==> src/irfc_pkg.sv <==
package irfc_pkg;

  localparam int TAPS     = 51;
  localparam int CHANNELS = 4;
  localparam int NUM_IN   = 4;
  localparam int NCH      = (CHANNELS < NUM_IN) ? CHANNELS : NUM_IN;

  localparam int SAMPLE_W = 12;
  localparam int DIST_W   = 7;

  localparam int TAP_W     = (TAPS > 1) ? $clog2(TAPS) : 1;
  localparam int FILL_W    = $clog2(TAPS + 1);
  localparam int CH_W      = (NCH > 1) ? $clog2(NCH) : 1;
  localparam int MEM_DEPTH = NCH * TAPS;
  localparam int ADDR_W    = (MEM_DEPTH > 1) ? $clog2(MEM_DEPTH) : 1;

  localparam int NUM_COEF   = 51;
  localparam int COEF_IDX_W = $clog2(NUM_COEF);
  localparam int COEF_W     = 15;
  localparam int PROD_W     = COEF_W + SAMPLE_W + 1;
  localparam int ACC_W      = 32;
  localparam int SCALE_SH   = 14;
  localparam int SAT_MAX    = 4095;

  localparam int DRAIN_CYCLES = 2;
  localparam int DRAIN_W      = (DRAIN_CYCLES > 1) ? $clog2(DRAIN_CYCLES) : 1;

  localparam int CAL_POINTS = 13;
  localparam int CAL_IDX_W  = $clog2(CAL_POINTS + 1);
  localparam int REM_W      = 13;
  localparam int QUO_W      = 3;

  localparam logic [DIST_W-1:0] DIST_MIN  = DIST_W'(10);
  localparam logic [DIST_W-1:0] DIST_MAX  = DIST_W'(70);
  localparam logic [DIST_W-1:0] DIST_STEP = DIST_W'(5);

  localparam logic signed [COEF_W-1:0] FIR_COEF [NUM_COEF] = '{
    -15'sd11, 15'sd10, 15'sd9, -15'sd5, 15'sd1, 15'sd0, -15'sd19, 15'sd6, 15'sd48,
    -15'sd12, -15'sd92, 15'sd17, 15'sd155, -15'sd20, -15'sd243, 15'sd22, 15'sd370,
    -15'sd24, -15'sd559, 15'sd24, 15'sd881, -15'sd24, -15'sd1584, 15'sd24,
    15'sd4932, 15'sd8578, 15'sd4932, 15'sd24, -15'sd1584, -15'sd24, 15'sd881,
    15'sd24, -15'sd559, -15'sd24, 15'sd370, 15'sd22, -15'sd243, -15'sd20,
    15'sd155, 15'sd17, -15'sd92, -15'sd12, 15'sd48, 15'sd6, -15'sd19, 15'sd0,
    15'sd1, -15'sd5, 15'sd9, 15'sd10, -15'sd11
  };

  localparam logic [SAMPLE_W-1:0] CAL_PTS [CAL_POINTS] = '{
    12'd2930, 12'd2020, 12'd1600, 12'd1300, 12'd1110, 12'd980, 12'd860,
    12'd780, 12'd720, 12'd660, 12'd620, 12'd560, 12'd540
  };

  function automatic logic signed [COEF_W-1:0] coef_at(input logic [COEF_IDX_W-1:0] i);
    if (int'(i) < NUM_COEF) begin
      return FIR_COEF[i];
    end
    return '0;
  endfunction

  typedef enum logic [2:0] {
    ST_IDLE,
    ST_WRITE,
    ST_READ,
    ST_DRAIN,
    ST_CAL_START,
    ST_CAL_WAIT,
    ST_FINISH
  } ctrl_state_t;

  typedef enum logic [1:0] {
    CAL_IDLE,
    CAL_SETUP,
    CAL_ITER
  } cal_phase_t;

  typedef struct packed {
    logic             take;
    logic             wr;
    logic             rd;
    logic             acc_clr;
    logic             cal_start;
    logic             store;
    logic             emit;
    logic [TAP_W-1:0] tap;
    logic [CH_W-1:0]  ch;
  } dp_cmd_t;

  typedef struct packed {
    logic in_valid;
    logic cal_done;
    logic out_free;
  } dp_status_t;

endpackage

==> src/irfc_if.sv <==
interface irfc_in_if;
  logic                          valid;
  logic                          ready;
  logic [irfc_pkg::SAMPLE_W-1:0] sample_ch0;
  logic [irfc_pkg::SAMPLE_W-1:0] sample_ch1;
  logic [irfc_pkg::SAMPLE_W-1:0] sample_ch2;
  logic [irfc_pkg::SAMPLE_W-1:0] sample_ch3;

  modport source (output valid, sample_ch0, sample_ch1, sample_ch2, sample_ch3,
                  input ready);
  modport sink (input valid, sample_ch0, sample_ch1, sample_ch2, sample_ch3,
                output ready);
endinterface

interface irfc_out_if;
  logic                        valid;
  logic                        ready;
  logic [irfc_pkg::DIST_W-1:0] distance_ch0;
  logic [irfc_pkg::DIST_W-1:0] distance_ch1;
  logic [irfc_pkg::DIST_W-1:0] distance_ch2;
  logic [irfc_pkg::DIST_W-1:0] distance_ch3;

  modport source (output valid, distance_ch0, distance_ch1, distance_ch2, distance_ch3,
                  input ready);
  modport sink (input valid, distance_ch0, distance_ch1, distance_ch2, distance_ch3,
                output ready);
endinterface

==> src/irfc_cal.sv <==
module irfc_cal (
  input  logic                               clk,
  input  logic                               rst,
  input  logic                               start,
  input  logic signed [irfc_pkg::ACC_W-1:0]  acc,
  output logic                               done,
  output logic        [irfc_pkg::DIST_W-1:0] distance
);

  irfc_pkg::cal_phase_t phase, phase_next;

  logic [irfc_pkg::SAMPLE_W-1:0]  v;
  logic [irfc_pkg::SAMPLE_W-1:0]  v_sat;
  logic [irfc_pkg::ACC_W-irfc_pkg::SCALE_SH-1:0] quot;
  logic [irfc_pkg::CAL_IDX_W-1:0] pos;
  logic [irfc_pkg::CAL_IDX_W-1:0] hi_idx;
  logic [irfc_pkg::CAL_IDX_W-1:0] lo_idx;
  logic [irfc_pkg::SAMPLE_W-1:0]  hi;
  logic [irfc_pkg::SAMPLE_W-1:0]  lo;
  logic [irfc_pkg::REM_W-1:0]     diff;
  logic [irfc_pkg::REM_W-1:0]     rem;
  logic [irfc_pkg::REM_W-1:0]     divisor;
  logic [irfc_pkg::DIST_W-1:0]    base;
  logic [irfc_pkg::QUO_W-1:0]     q;
  logic                           setup_edge;
  logic                           rem_ge;

  // truncation toward zero: any negative sum ends at zero after the clamp
  always_comb begin
    quot = acc[irfc_pkg::ACC_W-1:irfc_pkg::SCALE_SH];
    if (acc[irfc_pkg::ACC_W-1]) begin
      v_sat = '0;
    end else if (quot > (irfc_pkg::ACC_W-irfc_pkg::SCALE_SH)'(irfc_pkg::SAT_MAX)) begin
      v_sat = irfc_pkg::SAMPLE_W'(irfc_pkg::SAT_MAX);
    end else begin
      v_sat = quot[irfc_pkg::SAMPLE_W-1:0];
    end
  end

  always_comb begin
    pos = '0;
    for (int k = 0; k < irfc_pkg::CAL_POINTS; k++) begin
      pos = pos + irfc_pkg::CAL_IDX_W'(v <= irfc_pkg::CAL_PTS[k]);
    end
    setup_edge = (pos == '0) || (pos == irfc_pkg::CAL_IDX_W'(irfc_pkg::CAL_POINTS));
    hi_idx     = (pos == '0) ? '0 : pos - 1'b1;
    lo_idx     = setup_edge ? '0 : pos;
    hi         = irfc_pkg::CAL_PTS[hi_idx];
    lo         = irfc_pkg::CAL_PTS[lo_idx];
    diff       = irfc_pkg::REM_W'(hi - v);
    rem_ge     = rem >= divisor;
  end

  always_ff @(posedge clk) begin
    if (rst) begin
      phase <= irfc_pkg::CAL_IDLE;
    end else begin
      phase <= phase_next;
    end
  end

  always_comb begin
    phase_next = phase;
    case (phase)
      irfc_pkg::CAL_IDLE:  if (start) phase_next = irfc_pkg::CAL_SETUP;
      irfc_pkg::CAL_SETUP: phase_next = setup_edge ? irfc_pkg::CAL_IDLE : irfc_pkg::CAL_ITER;
      irfc_pkg::CAL_ITER:  if (!rem_ge) phase_next = irfc_pkg::CAL_IDLE;
      default:             phase_next = irfc_pkg::CAL_IDLE;
    endcase
  end

  always_ff @(posedge clk) begin
    if (rst) begin
      done <= 1'b0;
    end else begin
      done <= ((phase == irfc_pkg::CAL_SETUP) && setup_edge) ||
              ((phase == irfc_pkg::CAL_ITER) && !rem_ge);
    end
  end

  // 5*(hi-v)/(hi-lo) by repeated subtraction; the quotient never exceeds 4
  always_ff @(posedge clk) begin
    case (phase)
      irfc_pkg::CAL_IDLE: begin
        if (start) v <= v_sat;
      end
      irfc_pkg::CAL_SETUP: begin
        if (pos == '0) begin
          distance <= irfc_pkg::DIST_MIN;
        end else if (setup_edge) begin
          distance <= irfc_pkg::DIST_MAX;
        end
        rem     <= (diff << 2) + diff;
        divisor <= irfc_pkg::REM_W'(hi - lo);
        base    <= irfc_pkg::DIST_MIN +
                   irfc_pkg::DIST_W'(irfc_pkg::DIST_STEP * irfc_pkg::DIST_W'(hi_idx));
        q       <= '0;
      end
      irfc_pkg::CAL_ITER: begin
        if (rem_ge) begin
          rem <= rem - divisor;
          q   <= q + 1'b1;
        end else begin
          distance <= base + irfc_pkg::DIST_W'(q);
        end
      end
      default: ;
    endcase
  end

endmodule

==> src/irfc_dp.sv <==
module irfc_dp (
  input  logic                 clk,
  input  logic                 rst,
  input  irfc_pkg::dp_cmd_t    cmd,
  output irfc_pkg::dp_status_t status,
  irfc_in_if.sink              samples,
  irfc_out_if.source           distances
);

  logic [irfc_pkg::SAMPLE_W-1:0] in_vec  [irfc_pkg::NUM_IN];
  logic [irfc_pkg::SAMPLE_W-1:0] lat     [irfc_pkg::NCH];
  logic [irfc_pkg::DIST_W-1:0]   res     [irfc_pkg::NCH];
  logic [irfc_pkg::DIST_W-1:0]   out_dist [irfc_pkg::NUM_IN];
  logic [irfc_pkg::SAMPLE_W-1:0] hist    [irfc_pkg::MEM_DEPTH];

  logic [irfc_pkg::TAP_W-1:0]    wp;
  logic [irfc_pkg::FILL_W-1:0]   fill;
  logic [irfc_pkg::TAP_W:0]      slot_w;
  logic [irfc_pkg::TAP_W-1:0]    slot;
  logic [irfc_pkg::ADDR_W-1:0]   ch_base;
  logic [irfc_pkg::ADDR_W-1:0]   rd_addr;
  logic [irfc_pkg::ADDR_W-1:0]   wr_addr;
  logic                          accept;
  logic                          out_valid;

  logic [irfc_pkg::SAMPLE_W-1:0]      rd_data;
  logic                               s1_vld;
  logic                               s1_live;
  logic signed [irfc_pkg::COEF_W-1:0] s1_coef;
  logic                               s2_vld;
  logic signed [irfc_pkg::PROD_W-1:0] prod;
  logic signed [irfc_pkg::ACC_W-1:0]  acc;

  logic                          cal_done;
  logic [irfc_pkg::DIST_W-1:0]   cal_dist;

  assign in_vec[0] = samples.sample_ch0;
  assign in_vec[1] = samples.sample_ch1;
  assign in_vec[2] = samples.sample_ch2;
  assign in_vec[3] = samples.sample_ch3;

  assign samples.ready = cmd.take;
  assign accept        = samples.valid && cmd.take;

  assign status.in_valid = samples.valid;
  assign status.cal_done = cal_done;
  assign status.out_free = !out_valid || distances.ready;

  always_comb begin
    if (wp >= cmd.tap) begin
      slot_w = {1'b0, wp} - {1'b0, cmd.tap};
    end else begin
      slot_w = {1'b0, wp} + (irfc_pkg::TAP_W+1)'(irfc_pkg::TAPS) - {1'b0, cmd.tap};
    end
    slot    = slot_w[irfc_pkg::TAP_W-1:0];
    ch_base = irfc_pkg::ADDR_W'(irfc_pkg::ADDR_W'(cmd.ch) *
                                irfc_pkg::ADDR_W'(irfc_pkg::TAPS));
    rd_addr = ch_base + irfc_pkg::ADDR_W'(slot);
    wr_addr = ch_base + irfc_pkg::ADDR_W'(wp);
  end

  // ring pointer and fill count; slots older than the fill count read as zero
  always_ff @(posedge clk) begin
    if (rst) begin
      wp   <= irfc_pkg::TAP_W'(irfc_pkg::TAPS - 1);
      fill <= '0;
    end else if (accept) begin
      wp   <= (wp == irfc_pkg::TAP_W'(irfc_pkg::TAPS - 1)) ? '0 : wp + 1'b1;
      if (fill != irfc_pkg::FILL_W'(irfc_pkg::TAPS)) fill <= fill + 1'b1;
    end
  end

  always_ff @(posedge clk) begin
    if (accept) begin
      for (int c = 0; c < irfc_pkg::NCH; c++) begin
        lat[c] <= in_vec[c];
      end
    end
  end

  always_ff @(posedge clk) begin
    if (cmd.wr) hist[wr_addr] <= lat[cmd.ch];
    if (cmd.rd) rd_data <= hist[rd_addr];
  end

  always_ff @(posedge clk) begin
    if (rst) begin
      s1_vld <= 1'b0;
      s2_vld <= 1'b0;
    end else begin
      s1_vld <= cmd.rd;
      s2_vld <= s1_vld;
    end
  end

  always_ff @(posedge clk) begin
    s1_live <= irfc_pkg::FILL_W'(cmd.tap) < fill;
    s1_coef <= irfc_pkg::coef_at(irfc_pkg::COEF_IDX_W'(cmd.tap));
    prod    <= s1_coef * $signed({1'b0, (s1_live ? rd_data : '0)});
    if (cmd.acc_clr) begin
      acc <= '0;
    end else if (s2_vld) begin
      acc <= acc + irfc_pkg::ACC_W'(prod);
    end
  end

  irfc_cal u_cal (
    .clk      (clk),
    .rst      (rst),
    .start    (cmd.cal_start),
    .acc      (acc),
    .done     (cal_done),
    .distance (cal_dist)
  );

  always_ff @(posedge clk) begin
    if (cmd.store) res[cmd.ch] <= cal_dist;
  end

  always_ff @(posedge clk) begin
    if (rst) begin
      out_valid <= 1'b0;
    end else if (cmd.emit) begin
      out_valid <= 1'b1;
    end else if (distances.ready) begin
      out_valid <= 1'b0;
    end
  end

  // channels that are not kept report the distance for a zero reading
  always_ff @(posedge clk) begin
    if (cmd.emit) begin
      for (int c = 0; c < irfc_pkg::NUM_IN; c++) begin
        if (c < irfc_pkg::NCH) begin
          out_dist[c] <= res[c];
        end else begin
          out_dist[c] <= irfc_pkg::DIST_MAX;
        end
      end
    end
  end

  assign distances.valid        = out_valid;
  assign distances.distance_ch0 = out_dist[0];
  assign distances.distance_ch1 = out_dist[1];
  assign distances.distance_ch2 = out_dist[2];
  assign distances.distance_ch3 = out_dist[3];

endmodule

==> src/irfc_ctrl.sv <==
module irfc_ctrl (
  input  logic                 clk,
  input  logic                 rst,
  input  irfc_pkg::dp_status_t status,
  output irfc_pkg::dp_cmd_t    cmd
);

  irfc_pkg::ctrl_state_t state, state_next;

  logic [irfc_pkg::TAP_W-1:0]   tap, tap_next;
  logic [irfc_pkg::CH_W-1:0]    ch, ch_next;
  logic [irfc_pkg::DRAIN_W-1:0] drain, drain_next;

  always_ff @(posedge clk) begin
    if (rst) begin
      state <= irfc_pkg::ST_IDLE;
      tap   <= '0;
      ch    <= '0;
      drain <= '0;
    end else begin
      state <= state_next;
      tap   <= tap_next;
      ch    <= ch_next;
      drain <= drain_next;
    end
  end

  always_comb begin
    state_next    = state;
    tap_next      = tap;
    ch_next       = ch;
    drain_next    = drain;
    cmd           = '0;
    cmd.tap       = tap;
    cmd.ch        = ch;
    case (state)
      irfc_pkg::ST_IDLE: begin
        cmd.take = 1'b1;
        if (status.in_valid) begin
          ch_next    = '0;
          state_next = irfc_pkg::ST_WRITE;
        end
      end
      irfc_pkg::ST_WRITE: begin
        cmd.wr      = 1'b1;
        cmd.acc_clr = 1'b1;
        tap_next    = '0;
        state_next  = irfc_pkg::ST_READ;
      end
      irfc_pkg::ST_READ: begin
        cmd.rd = 1'b1;
        if (tap == irfc_pkg::TAP_W'(irfc_pkg::TAPS - 1)) begin
          drain_next = '0;
          state_next = irfc_pkg::ST_DRAIN;
        end else begin
          tap_next = tap + 1'b1;
        end
      end
      irfc_pkg::ST_DRAIN: begin
        if (drain == irfc_pkg::DRAIN_W'(irfc_pkg::DRAIN_CYCLES - 1)) begin
          state_next = irfc_pkg::ST_CAL_START;
        end else begin
          drain_next = drain + 1'b1;
        end
      end
      irfc_pkg::ST_CAL_START: begin
        cmd.cal_start = 1'b1;
        state_next    = irfc_pkg::ST_CAL_WAIT;
      end
      irfc_pkg::ST_CAL_WAIT: begin
        if (status.cal_done) begin
          cmd.store = 1'b1;
          if (ch == irfc_pkg::CH_W'(irfc_pkg::NCH - 1)) begin
            state_next = irfc_pkg::ST_FINISH;
          end else begin
            ch_next    = ch + 1'b1;
            state_next = irfc_pkg::ST_WRITE;
          end
        end
      end
      irfc_pkg::ST_FINISH: begin
        if (status.out_free) begin
          cmd.emit   = 1'b1;
          state_next = irfc_pkg::ST_IDLE;
        end
      end
      default: state_next = irfc_pkg::ST_IDLE;
    endcase
  end

endmodule

==> src/ir_range_fir_calibrate_top.sv <==
// channel    dir  payload                        handshake
// samples    in   sample_ch0..3, 12 b unsigned   valid/ready
// distances  out  distance_ch0..3, 7 b, 10..70   valid/ready
//
// One item passes through these steps: the accept, then per channel one history
// write, TAPS reads through the ring memory into one MAC, a pipeline drain, the
// start and the interpolation divide and store, and finally the hand-over of the
// result.
// rst is synchronous; history reads as zero until TAPS items have been taken.
// A new item is taken while a finished result waits; if the previous result is
// still held at the end of the next item, that item stalls until it is taken.
module ir_range_fir_calibrate_top (
  input logic        clk,
  input logic        rst,
  irfc_in_if.sink    samples,
  irfc_out_if.source distances
);

  irfc_pkg::dp_cmd_t    cmd;
  irfc_pkg::dp_status_t status;

  irfc_ctrl u_ctrl (
    .clk    (clk),
    .rst    (rst),
    .status (status),
    .cmd    (cmd)
  );

  irfc_dp u_dp (
    .clk       (clk),
    .rst       (rst),
    .cmd       (cmd),
    .status    (status),
    .samples   (samples),
    .distances (distances)
  );

endmodule

==> src/flat_wrapper.sv <==
// flat-port wrapper written by rule: the top's interface ports become plain ports
module ir_range_fir_calibrate_top_flat 
  (clk, rst, samples_valid, samples_sample_ch0, samples_sample_ch1, samples_sample_ch2, samples_sample_ch3, samples_ready, distances_valid, distances_distance_ch0, distances_distance_ch1, distances_distance_ch2, distances_distance_ch3, distances_ready);
  irfc_in_if samples_i ();
  irfc_out_if distances_i ();
  input logic clk;
  input logic rst;
  input wire logic [$bits(samples_i.valid)-1:0] samples_valid;
  input wire logic [$bits(samples_i.sample_ch0)-1:0] samples_sample_ch0;
  input wire logic [$bits(samples_i.sample_ch1)-1:0] samples_sample_ch1;
  input wire logic [$bits(samples_i.sample_ch2)-1:0] samples_sample_ch2;
  input wire logic [$bits(samples_i.sample_ch3)-1:0] samples_sample_ch3;
  output wire logic [$bits(samples_i.ready)-1:0] samples_ready;
  output wire logic [$bits(distances_i.valid)-1:0] distances_valid;
  output wire logic [$bits(distances_i.distance_ch0)-1:0] distances_distance_ch0;
  output wire logic [$bits(distances_i.distance_ch1)-1:0] distances_distance_ch1;
  output wire logic [$bits(distances_i.distance_ch2)-1:0] distances_distance_ch2;
  output wire logic [$bits(distances_i.distance_ch3)-1:0] distances_distance_ch3;
  input wire logic [$bits(distances_i.ready)-1:0] distances_ready;
  assign samples_i.valid = samples_valid;
  assign samples_i.sample_ch0 = samples_sample_ch0;
  assign samples_i.sample_ch1 = samples_sample_ch1;
  assign samples_i.sample_ch2 = samples_sample_ch2;
  assign samples_i.sample_ch3 = samples_sample_ch3;
  assign samples_ready = samples_i.ready;
  assign distances_valid = distances_i.valid;
  assign distances_distance_ch0 = distances_i.distance_ch0;
  assign distances_distance_ch1 = distances_i.distance_ch1;
  assign distances_distance_ch2 = distances_i.distance_ch2;
  assign distances_distance_ch3 = distances_i.distance_ch3;
  assign distances_i.ready = distances_ready;
  ir_range_fir_calibrate_top u_core (.clk(clk), .rst(rst), .samples(samples_i), .distances(distances_i));
endmodule
==> config.mk <==
export PLATFORM = sky130hd
export DESIGN_NAME = ir_range_fir_calibrate_top_flat
export DESIGN_NICKNAME = d
export VERILOG_FILES = /design/src/irfc_pkg.sv /design/src/irfc_if.sv /design/src/irfc_cal.sv /design/src/irfc_dp.sv /design/src/irfc_ctrl.sv /design/src/ir_range_fir_calibrate_top.sv /design/src/flat_wrapper.sv
export SDC_FILE = /design/constraint.sdc
export NUM_CORES = 2
export LEC_CHECK = 0
export BUFFER_PORTS_ARGS = -buffer_cell sky130_fd_sc_hd__buf_2
export CAP_MARGIN = 25
export CORE_MARGIN = 2
export CORE_UTILIZATION = 60
export CTS_BUF_LIST = sky130_fd_sc_hd__clkbuf_8
export DETAILED_ROUTE_END_ITERATION = 16
export PLACE_DENSITY_LB_ADDON = 0.05
export REMOVE_ABC_BUFFERS = 1
export SLEW_MARGIN = 20
export SYNTH_ARGS = -nofsm -noshare
export SYNTH_HDL_FRONTEND = slang
export SYNTH_SLANG_ARGS = --single-unit
==> constraint.sdc <==
create_clock -name clk -period 17.2 [get_ports clk]
set_input_delay 2.58 -clock clk [delete_from_list [all_inputs] [get_ports clk]]
set_output_delay 2.58 -clock clk [all_outputs]
set_load 0.01 [all_outputs]
Word level (Yosys, flattened, before mapping)
Memories as Yosys holds them, arrays and structs flattened. A register that Yosys moved wholly into a read port is not among the register bits.
Cells that the tools add are included.
{"block": "word_totals", "ff_bits": 146, "latchBits": 0, "ram_bits": 2552, "romBits": 1344, "input_bits": 52, "output_inout_bits": 30, "word_cells": 193, "memories": 7}
{"block": "classes", "addsub": 31, "multipliers": 3, "n_div": 0, "n_lt_le_gt_ge": 20, "n_eq_ne": 24, "shift": 0, "n_mux": 59, "bitwise_logic": 3, "reduce_logical": 26}
{"name": "u_core.u_dp.hist", "depth": 204, "word_bits": 12, "rd": 1, "rd_ports_with_merged_regs": 1, "wr": 1, "line": "irfc_dp.sv:14", "text": "logic [irfc_pkg::SAMPLE_W-1:0] hist [irfc_pkg::MEM_DEPTH];"}
{"name": "(no name shown)", "depth": 64, "word_bits": 15, "rd": 1, "rd_ports_with_merged_regs": 1, "wr": 0, "line": "irfc_pkg.sv:54", "text": "return FIR_COEF[i];"}
{"name": "(no name shown)", "depth": 16, "word_bits": 12, "rd": 1, "rd_ports_with_merged_regs": 0, "wr": 0, "line": "irfc_cal.sv:48", "text": "hi = irfc_pkg::CAL_PTS[hi_idx];"}
{"name": "(no name shown)", "depth": 16, "word_bits": 12, "rd": 1, "rd_ports_with_merged_regs": 0, "wr": 0, "line": "irfc_cal.sv:49", "text": "lo = irfc_pkg::CAL_PTS[lo_idx];"}
{"name": "u_core.u_dp.lat", "depth": 4, "word_bits": 12, "rd": 1, "rd_ports_with_merged_regs": 1, "wr": 4, "line": "irfc_dp.sv:11", "text": "logic [irfc_pkg::SAMPLE_W-1:0] lat [irfc_pkg::NCH];"}
{"name": "u_core.u_dp.out_dist", "depth": 4, "word_bits": 7, "rd": 4, "rd_ports_with_merged_regs": 0, "wr": 4, "line": "irfc_dp.sv:13", "text": "logic [irfc_pkg::DIST_W-1:0] out_dist [irfc_pkg::NUM_IN];"}
{"name": "+1 memories"}
{"operator": "$le A12 B10 Y1 const B", "n": 8}
{"operator": "$mux W12", "n": 6}
{"operator": "$le A12 B11 Y1 const B", "n": 4}
{"operator": "$add A4 B1 Y4", "n": 11}
{"operator": "$add A32 B28 Y32", "n": 1}
{"operator": "$mul A15 B13 Y28", "n": 1}
{"operator": "$pmux W13 S2", "n": 1}
{"operator": "$sub A12 B12 Y13", "n": 2}
{"operator": "$mux W1", "n": 21}
{"operator": "$mux W3", "n": 7}
{"operator": "$mux W7", "n": 3}
{"operator": "$pmux W3 S7", "n": 1}
{"operator": "$add A6 B1 Y6 const B", "n": 3}
{"operator": "$gt A18 B12 Y1 const B", "n": 1}
{"operator": "$mux W6", "n": 3}
{"operator": "$add A8 B6 Y8", "n": 2}
{"operator": "$mux W2", "n": 8}
{"operator": "$ne A2 B2 Y1 const B", "n": 7}
{"operator": "$pmux W7 S2", "n": 1}
{"operator": "$add A13 B13 Y13", "n": 1}
{"operator": "$ge A13 B13 Y1", "n": 1}
{"operator": "$mux W13", "n": 1}
{"operator": "$sub A13 B13 Y13", "n": 1}
{"operator": "$eq A6 B6 Y1 const B", "n": 2}
{"operator": "other kinds (44)", "n": 69}

Logic depth before layout (Yosys ltp)
{"block": "depth", "word_depth": 22, "mapped_depth": 37}

Modules after synthesis
A second synthesis with hierarchy kept.
{"block": "hier_totals", "cells_unflattened": 6497, "area_unflattened_um2": 117914.3}
{"module": "irfc_dp", "n_inst": 1, "cells_per_inst": 5760, "area_each_um2": 111510.7}
{"module": "irfc_cal", "n_inst": 1, "cells_per_inst": 638, "area_each_um2": 5621.6}
{"module": "irfc_ctrl", "n_inst": 1, "cells_per_inst": 99, "area_each_um2": 782.0}

Least setup slack after synthesis
Ideal clock, no wire load.
{"block": "synth_timing", "kind": "register to register", "startpoint": "reg u_core.u_dp.u_cal.v[6] (netlist bit)", "endpoint": "reg u_core.u_dp.u_cal.rem[11] (netlist bit) (data pin)", "arrival_ns": 8.060, "t_required_ns": 16.933, "setup_slack_ns": 8.873, "stages_incl_launch_ff": 32, "n_path_buf": 1, "period_less_slack_ns": 8.327, "cell_sequence": "edfxtp_1 -> clkbuf_1 -> inv_1 -> nor4_1 -> a31oi_1 -> nor2_1 -> o21ai_0 -> fa_1 -> fa_1 -> fa_1 -> fa_1 -> inv_1 -> ha_1 -> fa_1 -> inv_1 -> ha_1 -> o21ai_1 -> inv_1 -> o31a_1 -> ha_1 -> a21o_1 -> a21oi_1 -> o21ai_1 -> or4_1 -> a2111o_1 -> o211ai_2 -> ha_1 -> nand2b_1 -> a2111o_1 -> o211a_1 -> xnor2_1 -> o21ai_0"}
{"block": "synth_between", "elab_chain_cells": 22, "word_cells_on_any_way": 35, "cone_classes": "15 x add/sub; 13 x order compare; 4 x mux; 1 x bitwise; 1 x reduce/logical; 1 x memory"}
{"item": "from (decl)", "line": "irfc_cal.sv:12", "text": "logic [irfc_pkg::SAMPLE_W-1:0] v;"}
{"item": "from (signal assigned)", "line": "irfc_cal.sv:85", "text": "if (start) v <= v_sat;"}
{"item": "$le A12 B12 Y1 / $le A12 B11 Y1 (equally long branches)", "line": "irfc_cal.sv:43", "text": "pos = pos + irfc_pkg::CAL_IDX_W'(v <= irfc_pkg::CAL_PTS[k]);"}
{"item": "$add A1 B1 Y2", "line": "irfc_cal.sv:43"}
{"item": "$add A4 B1 Y4 (11 in a row)", "line": "irfc_cal.sv:43"}
{"item": "$sub A4 B1 Y4 / $logic_not A4 Y1 (equally long branches)", "line": "irfc_cal.sv:46", "text": "hi_idx = (pos == '0) ? '0 : pos - 1'b1;"}
{"item": "$mux W4", "line": "irfc_cal.sv:46"}
{"item": "$not A4 Y5 (implied by the code)", "line": "irfc_cal.sv:48"}
{"item": "$mem_v2 Z16 W12"}
{"item": "$mux W12 (implied by the code) (2 in a row)", "line": "irfc_cal.sv:48"}
{"item": "$sub A12 B12 Y13 (*)", "line": "irfc_cal.sv:50", "text": "diff = irfc_pkg::REM_W'(hi - v);"}
{"item": "$add A13 B13 Y13 (*)", "line": "irfc_cal.sv:93", "text": "rem <= (diff << 2) + diff;"}
{"item": "$pmux W13 S2 (*)", "line": "irfc_cal.sv:83", "text": "case (phase)"}
{"item": "to (signal assigned)", "line": "irfc_cal.sv:93"}
{"item": "to (signal assigned)", "line": "irfc_cal.sv:101", "text": "rem <= rem - divisor;"}
{"item": "to (decl)", "line": "irfc_cal.sv:21", "text": "logic [irfc_pkg::REM_W-1:0] rem;"}
Every way passes the cells marked *; elsewhere a longest branch is shown, timed or not. The select of a mux whose other input is x is not followed.
A chain may end at the register's enable or synchronous reset.

Final worst setup path
{"block": "layout_timing", "startpoint": "reg u_core.u_dp.u_cal.v[10] (netlist bit)", "endpoint": "reg u_core.u_dp.u_cal.rem[11] (netlist bit) (data pin)"}
The elaborated chain is that of the path after synthesis.

==> metrics.md <==
| Metric | Value |
|---|---|
| Number of global-route vias before repair | `around 62000` |
| Final hold vios | `0` |
| RSZ-0062 raised after global routing | `no` |
| Clk sink count | `2725` |
| Max Cap Viol | `0` |
| CTS tree | `built` |
| Final Max Tran Viols | `0` |
| CP Capture Type | `register` |
| Routed WL per cell | `between 20 and 30 µm` |
| Routed via count | `roughly 62000` |
| Asr flop ratio synth | `0` |
| Register area share after synthesis | `0.687` |
| Post-Route WL | `roughly 290 mm` |
| R2R Path Start | `u_core.u_dp.u_cal.v[10]$_SDFFCE_PP0P_` |
| Final Cycle Share | `0.558` |
| Mapped Area | `118000 µm²` |
| Ys flop type | `edfxtp_1` |
| Num rows | `between 150 and 200` |
| Crit path required time | `roughly 18000 ps` |
| Worst slew pin tran | `roughly 1200 ps` |
| Reg2reg path depth | `32` |
| Die Y | `~450 µm` |
| Clock Latency Late Sink | `1140 ps` |
| Distinct cells, synth | `91` |
| P&R area growth vs syn | `10.4%` |
| End of the critical path | `u_core.u_dp.u_cal.rem[11]$_DFFE_PP_` |
| Max Root-Sink Buffers | `4` |
| # IOs | `just over 80` |
| Critical path fanouts, max | `11` |
| Pre-Repair DR Iteration Count | `6` |
| Crit Reg-Reg Endpoint | `u_core.u_dp.u_cal.rem[11]$_DFFE_PP_` |
| Critical Path AT | `between 10000 and 15000 ps` |
| Routability cong. | `roughly 0.87` |
| Minimum clock period | `around 9600 ps` |
| Slowest CP cell | `fa_1` |
| Net count, final | `about 7300` |
| Total gr overflow | `0` |
| Largest net degree at the start of global routing | `139` |
| Most frequent CP cell | `fa_1` |
| Synth Area per Inst | `approximately 18 µm²` |
| Initial Util | `0.604` |
| Most frequent cells in the layout | `2618 x edfxtp_1, 735 x mux4_2, 458 x clkbuf_8` |
| Buffer and inverter count on the worst path | `4` |
| Global-route wire length before repair | `between 400 and 500 mm` |
| Critical path launch point type | `register` |
| Post-CTS sizing | `0` |
| Worst Skew | `about 120 ps` |
| Post-CTS setup buffer count | `0` |
| Placed cells | `9006` |
| Die area | `around 200000 µm²` |
| Crit path depth | `32` |
| Most common cell after layout, fill and taps aside | `edfxtp_1` |
| IO Port Bufs | `~80` |
| Reg2reg setup slack | `~7600 ps` |
| Hold Path Class | `register to register` |
| Largest stage delay on the critical path | `between 700 and 800 ps` |
| Chip Width | `roughly 450 µm` |
| Share of layout cells above drive strength 1 | `0.240` |
| Final setup viols | `0` |
| WS Path Type | `register to register` |
| DRC Markers | `0` |
| Yosys warns | `0` |
| Final HPWL DP | `175 mm` |
| Mapped Cells | `6414` |
| Hold_buf cts | `0` |
| Crit. Startpoint | `u_core.u_dp.u_cal.v[10]$_SDFFCE_PP0P_` |
| Max frequency | `approximately 0.10 GHz` |
| Reg clk slew, reported paths | `about 70 ps` |
| Relative slew slack | `0.225` |
| Routed Antenna Nets | `0` |
| Non-filler cells, final | `9792` |
| Root buffer cell | `clkbuf_8` |
| EDFF count, synth | `~2600` |
| Initial antenna violation count | `5` |
| Total track usage | `0.291` |
| #FFs+latches synth | `between 2000 and 3000` |
| Fill cells | `roughly 13000` |
| H-tree depth | `5` |
| Vias per cell | `roughly 6.3` |
| CTS Buf Count | `441` |
| Status | `complete, no violations` |
| Core ar. | `195000 µm²` |
| CP delay by family, top | `adder cells` |
| Initial DRC count | `7152` |
-- state kept, by name, summed over array words and instances, names as in the netlist, 2 cells and up, named ones only --
| name | count |
|---|---|
| u_core.u_ctrl.ch | 2 |
| u_core.u_ctrl.state | 3 |
| u_core.u_ctrl.tap | 6 |
| u_core.u_dp.acc | 32 |
| u_core.u_dp.fill | 6 |
| u_core.u_dp.hist | 2448 |
| u_core.u_dp.lat | 48 |
| u_core.u_dp.out_dist | 28 |
| u_core.u_dp.prod | 28 |
| u_core.u_dp.rd_data | 12 |
| u_core.u_dp.res | 28 |
| u_core.u_dp.s1_coef | 14 |
| u_core.u_dp.u_cal.base | 7 |
| u_core.u_dp.u_cal.distance | 7 |
| u_core.u_dp.u_cal.divisor | 12 |
| u_core.u_dp.u_cal.phase | 2 |
| u_core.u_dp.u_cal.q | 3 |
| u_core.u_dp.u_cal.rem | 13 |
| u_core.u_dp.u_cal.v | 12 |
| u_core.u_dp.wp | 6 |
-- cell usage after synthesis, types with 8 or more instances --
| master | number | area, µm² |
|---|---|---|
| edfxtp_1 | 2618 | 78600 |
| mux4_2 | 747 | 16800 |
| nor2_1 | 468 | 1760 |
| inv_1 | 318 | 1190 |
| nand2_1 | 264 | 991 |
| ha_1 | 222 | 2780 |
| fa_1 | 188 | 3760 |
| clkbuf_1 | 182 | 683 |
| a21oi_1 | 161 | 806 |
| and3_1 | 118 | 738 |
| dfxtp_1 | 107 | 2140 |
| o21ai_0 | 105 | 526 |
| buf_2 | 85 | 425 |
| xnor2_1 | 85 | 744 |
| nand3_1 | 71 | 355 |
| a211oi_1 | 70 | 526 |
| mux2i_1 | 70 | 701 |
| nor3_1 | 48 | 240 |
| a21o_1 | 45 | 338 |
| nor2b_1 | 35 | 219 |
| buf_4 | 33 | 248 |
| xor2_1 | 30 | 263 |
| o22ai_1 | 28 | 175 |
| nand2b_1 | 19 | 119 |
| nand4_1 | 16 | 100 |
| mux2_2 | 15 | 169 |
| o21bai_1 | 15 | 113 |
| a21boi_0 | 14 | 105 |
| a31oi_1 | 14 | 87.6 |
| and2_1 | 14 | 87.6 |
| buf_1 | 14 | 52.6 |
| o21a_1 | 14 | 105 |
| or3_1 | 11 | 68.8 |
| o31ai_1 | 10 | 75.1 |
| nor4_1 | 9 | 56.3 |
| buf_6 | 8 | 90.1 |
-- cell families (layout without fill, tap and decap cells) --
| kind of cell | Yosys count | in the layout | synth area share |
|---|---|---|---|
| multiplexers | 832 | 832 | 0.150 |
| AO/OA/AOI/OAI | 580 | 580 | 0.0324 |
| adder cells (fa/ha/maj) | 410 | 410 | 0.0556 |
| XOR/XNOR | 119 | 119 | 0.00912 |
| other | 0 | 10 | 0 |
| buffers and inverters | 644 | 1388 | 0.0231 |
| AND/OR/NAND/NOR | 1104 | 1104 | 0.0423 |
| flip-flops | 2725 | 2725 | 0.687 |
-- worst min path at each step --
| stage | from | endpoint | slack (ps) | cells after the start |
|---|---|---|---|---|
| after floorplan | u_core.u_dp.res[0][0]$_DFFE_PP_ | u_core.u_dp.out_dist[0][0]$_DFFE_PP_ | 400 | 0 |
| after global placement | u_core.u_dp.res[0][5]$_DFFE_PP_ | u_core.u_dp.out_dist[0][5]$_DFFE_PP_ | 400 | 0 |
| after detailed placement | u_core.u_dp.res[0][1]$_DFFE_PP_ | u_core.u_dp.out_dist[0][1]$_DFFE_PP_ | 400 | 0 |
| after CTS | u_core.u_dp.res[2][6]$_DFFE_PP_ | u_core.u_dp.out_dist[2][6]$_DFFE_PP_ | 420 | 0 |
| after global routing | u_core.u_dp.res[0][6]$_DFFE_PP_ | u_core.u_dp.out_dist[0][6]$_DFFE_PP_ | 430 | 0 |
| final | u_core.u_dp.res[1][6]$_DFFE_PP_ | u_core.u_dp.out_dist[1][6]$_DFFE_PP_ | 420 | 0 |
-- routing by layer --
| layer | routed length, µm | vias to the layer above | global-route usage |
|---|---|---|---|
| met5 | 0 | - | 0 |
| met4 | 8630 | 0 | 0.0913 |
| met3 | 24000 | 502 | 0.0587 |
| met2 | 135000 | 2776 | 0.448 |
| met1 | 117000 | 32300 | 0.425 |
| li1 | - | 26300 | - |
-- worst register-to-register path, delay by kind of cell, from the launching register on --
kind            cells  cell delay, ps
simple gates        6            1080
xor+xnor            2             240
buf+inv             4             600
flops               1             460
compound gates     11            3180
fa+ha+maj           9            3740
-- through the flow --
stage | setup slack [ps] | utilization | area, µm² | setup TNS (ps) | hold slack (ps)
floorplan | -10970 | - | 116000 | -129490 | 400
global placement | 7550 | 0.624 | 122000 | 0 | 404
detailed placement | 7710 | 0.625 | 122000 | 0 | 405
CTS | 7590 | 0.666 | 130000 | 0 | 421
global route | 6900 | 0.666 | 130000 | 0 | 427
finish | 7610 | 0.666 | 130000 | 0 | 419
-- final cells by class --
cell class | instances | area, µm² | share of cell area
Antenna cell | 10 | 25.0 | 0.000193
Inverter | 321 | 1200 | 0.00929
Multi-Input combinational cell | 3045 | 34400 | 0.265
Clock buffer | 458 | 6300 | 0.0486
Tap cell | 2624 | 3280 | 0.0253
Timing Repair Buffer | 295 | 2210 | 0.0170
Clock inverter | 314 | 1550 | 0.0120
Sequential cell | 2725 | 80800 | 0.622
Power is left out: the tool's default activity adds up to more than one toggle a clock period on the data nets, which glitch-free logic cannot reach.
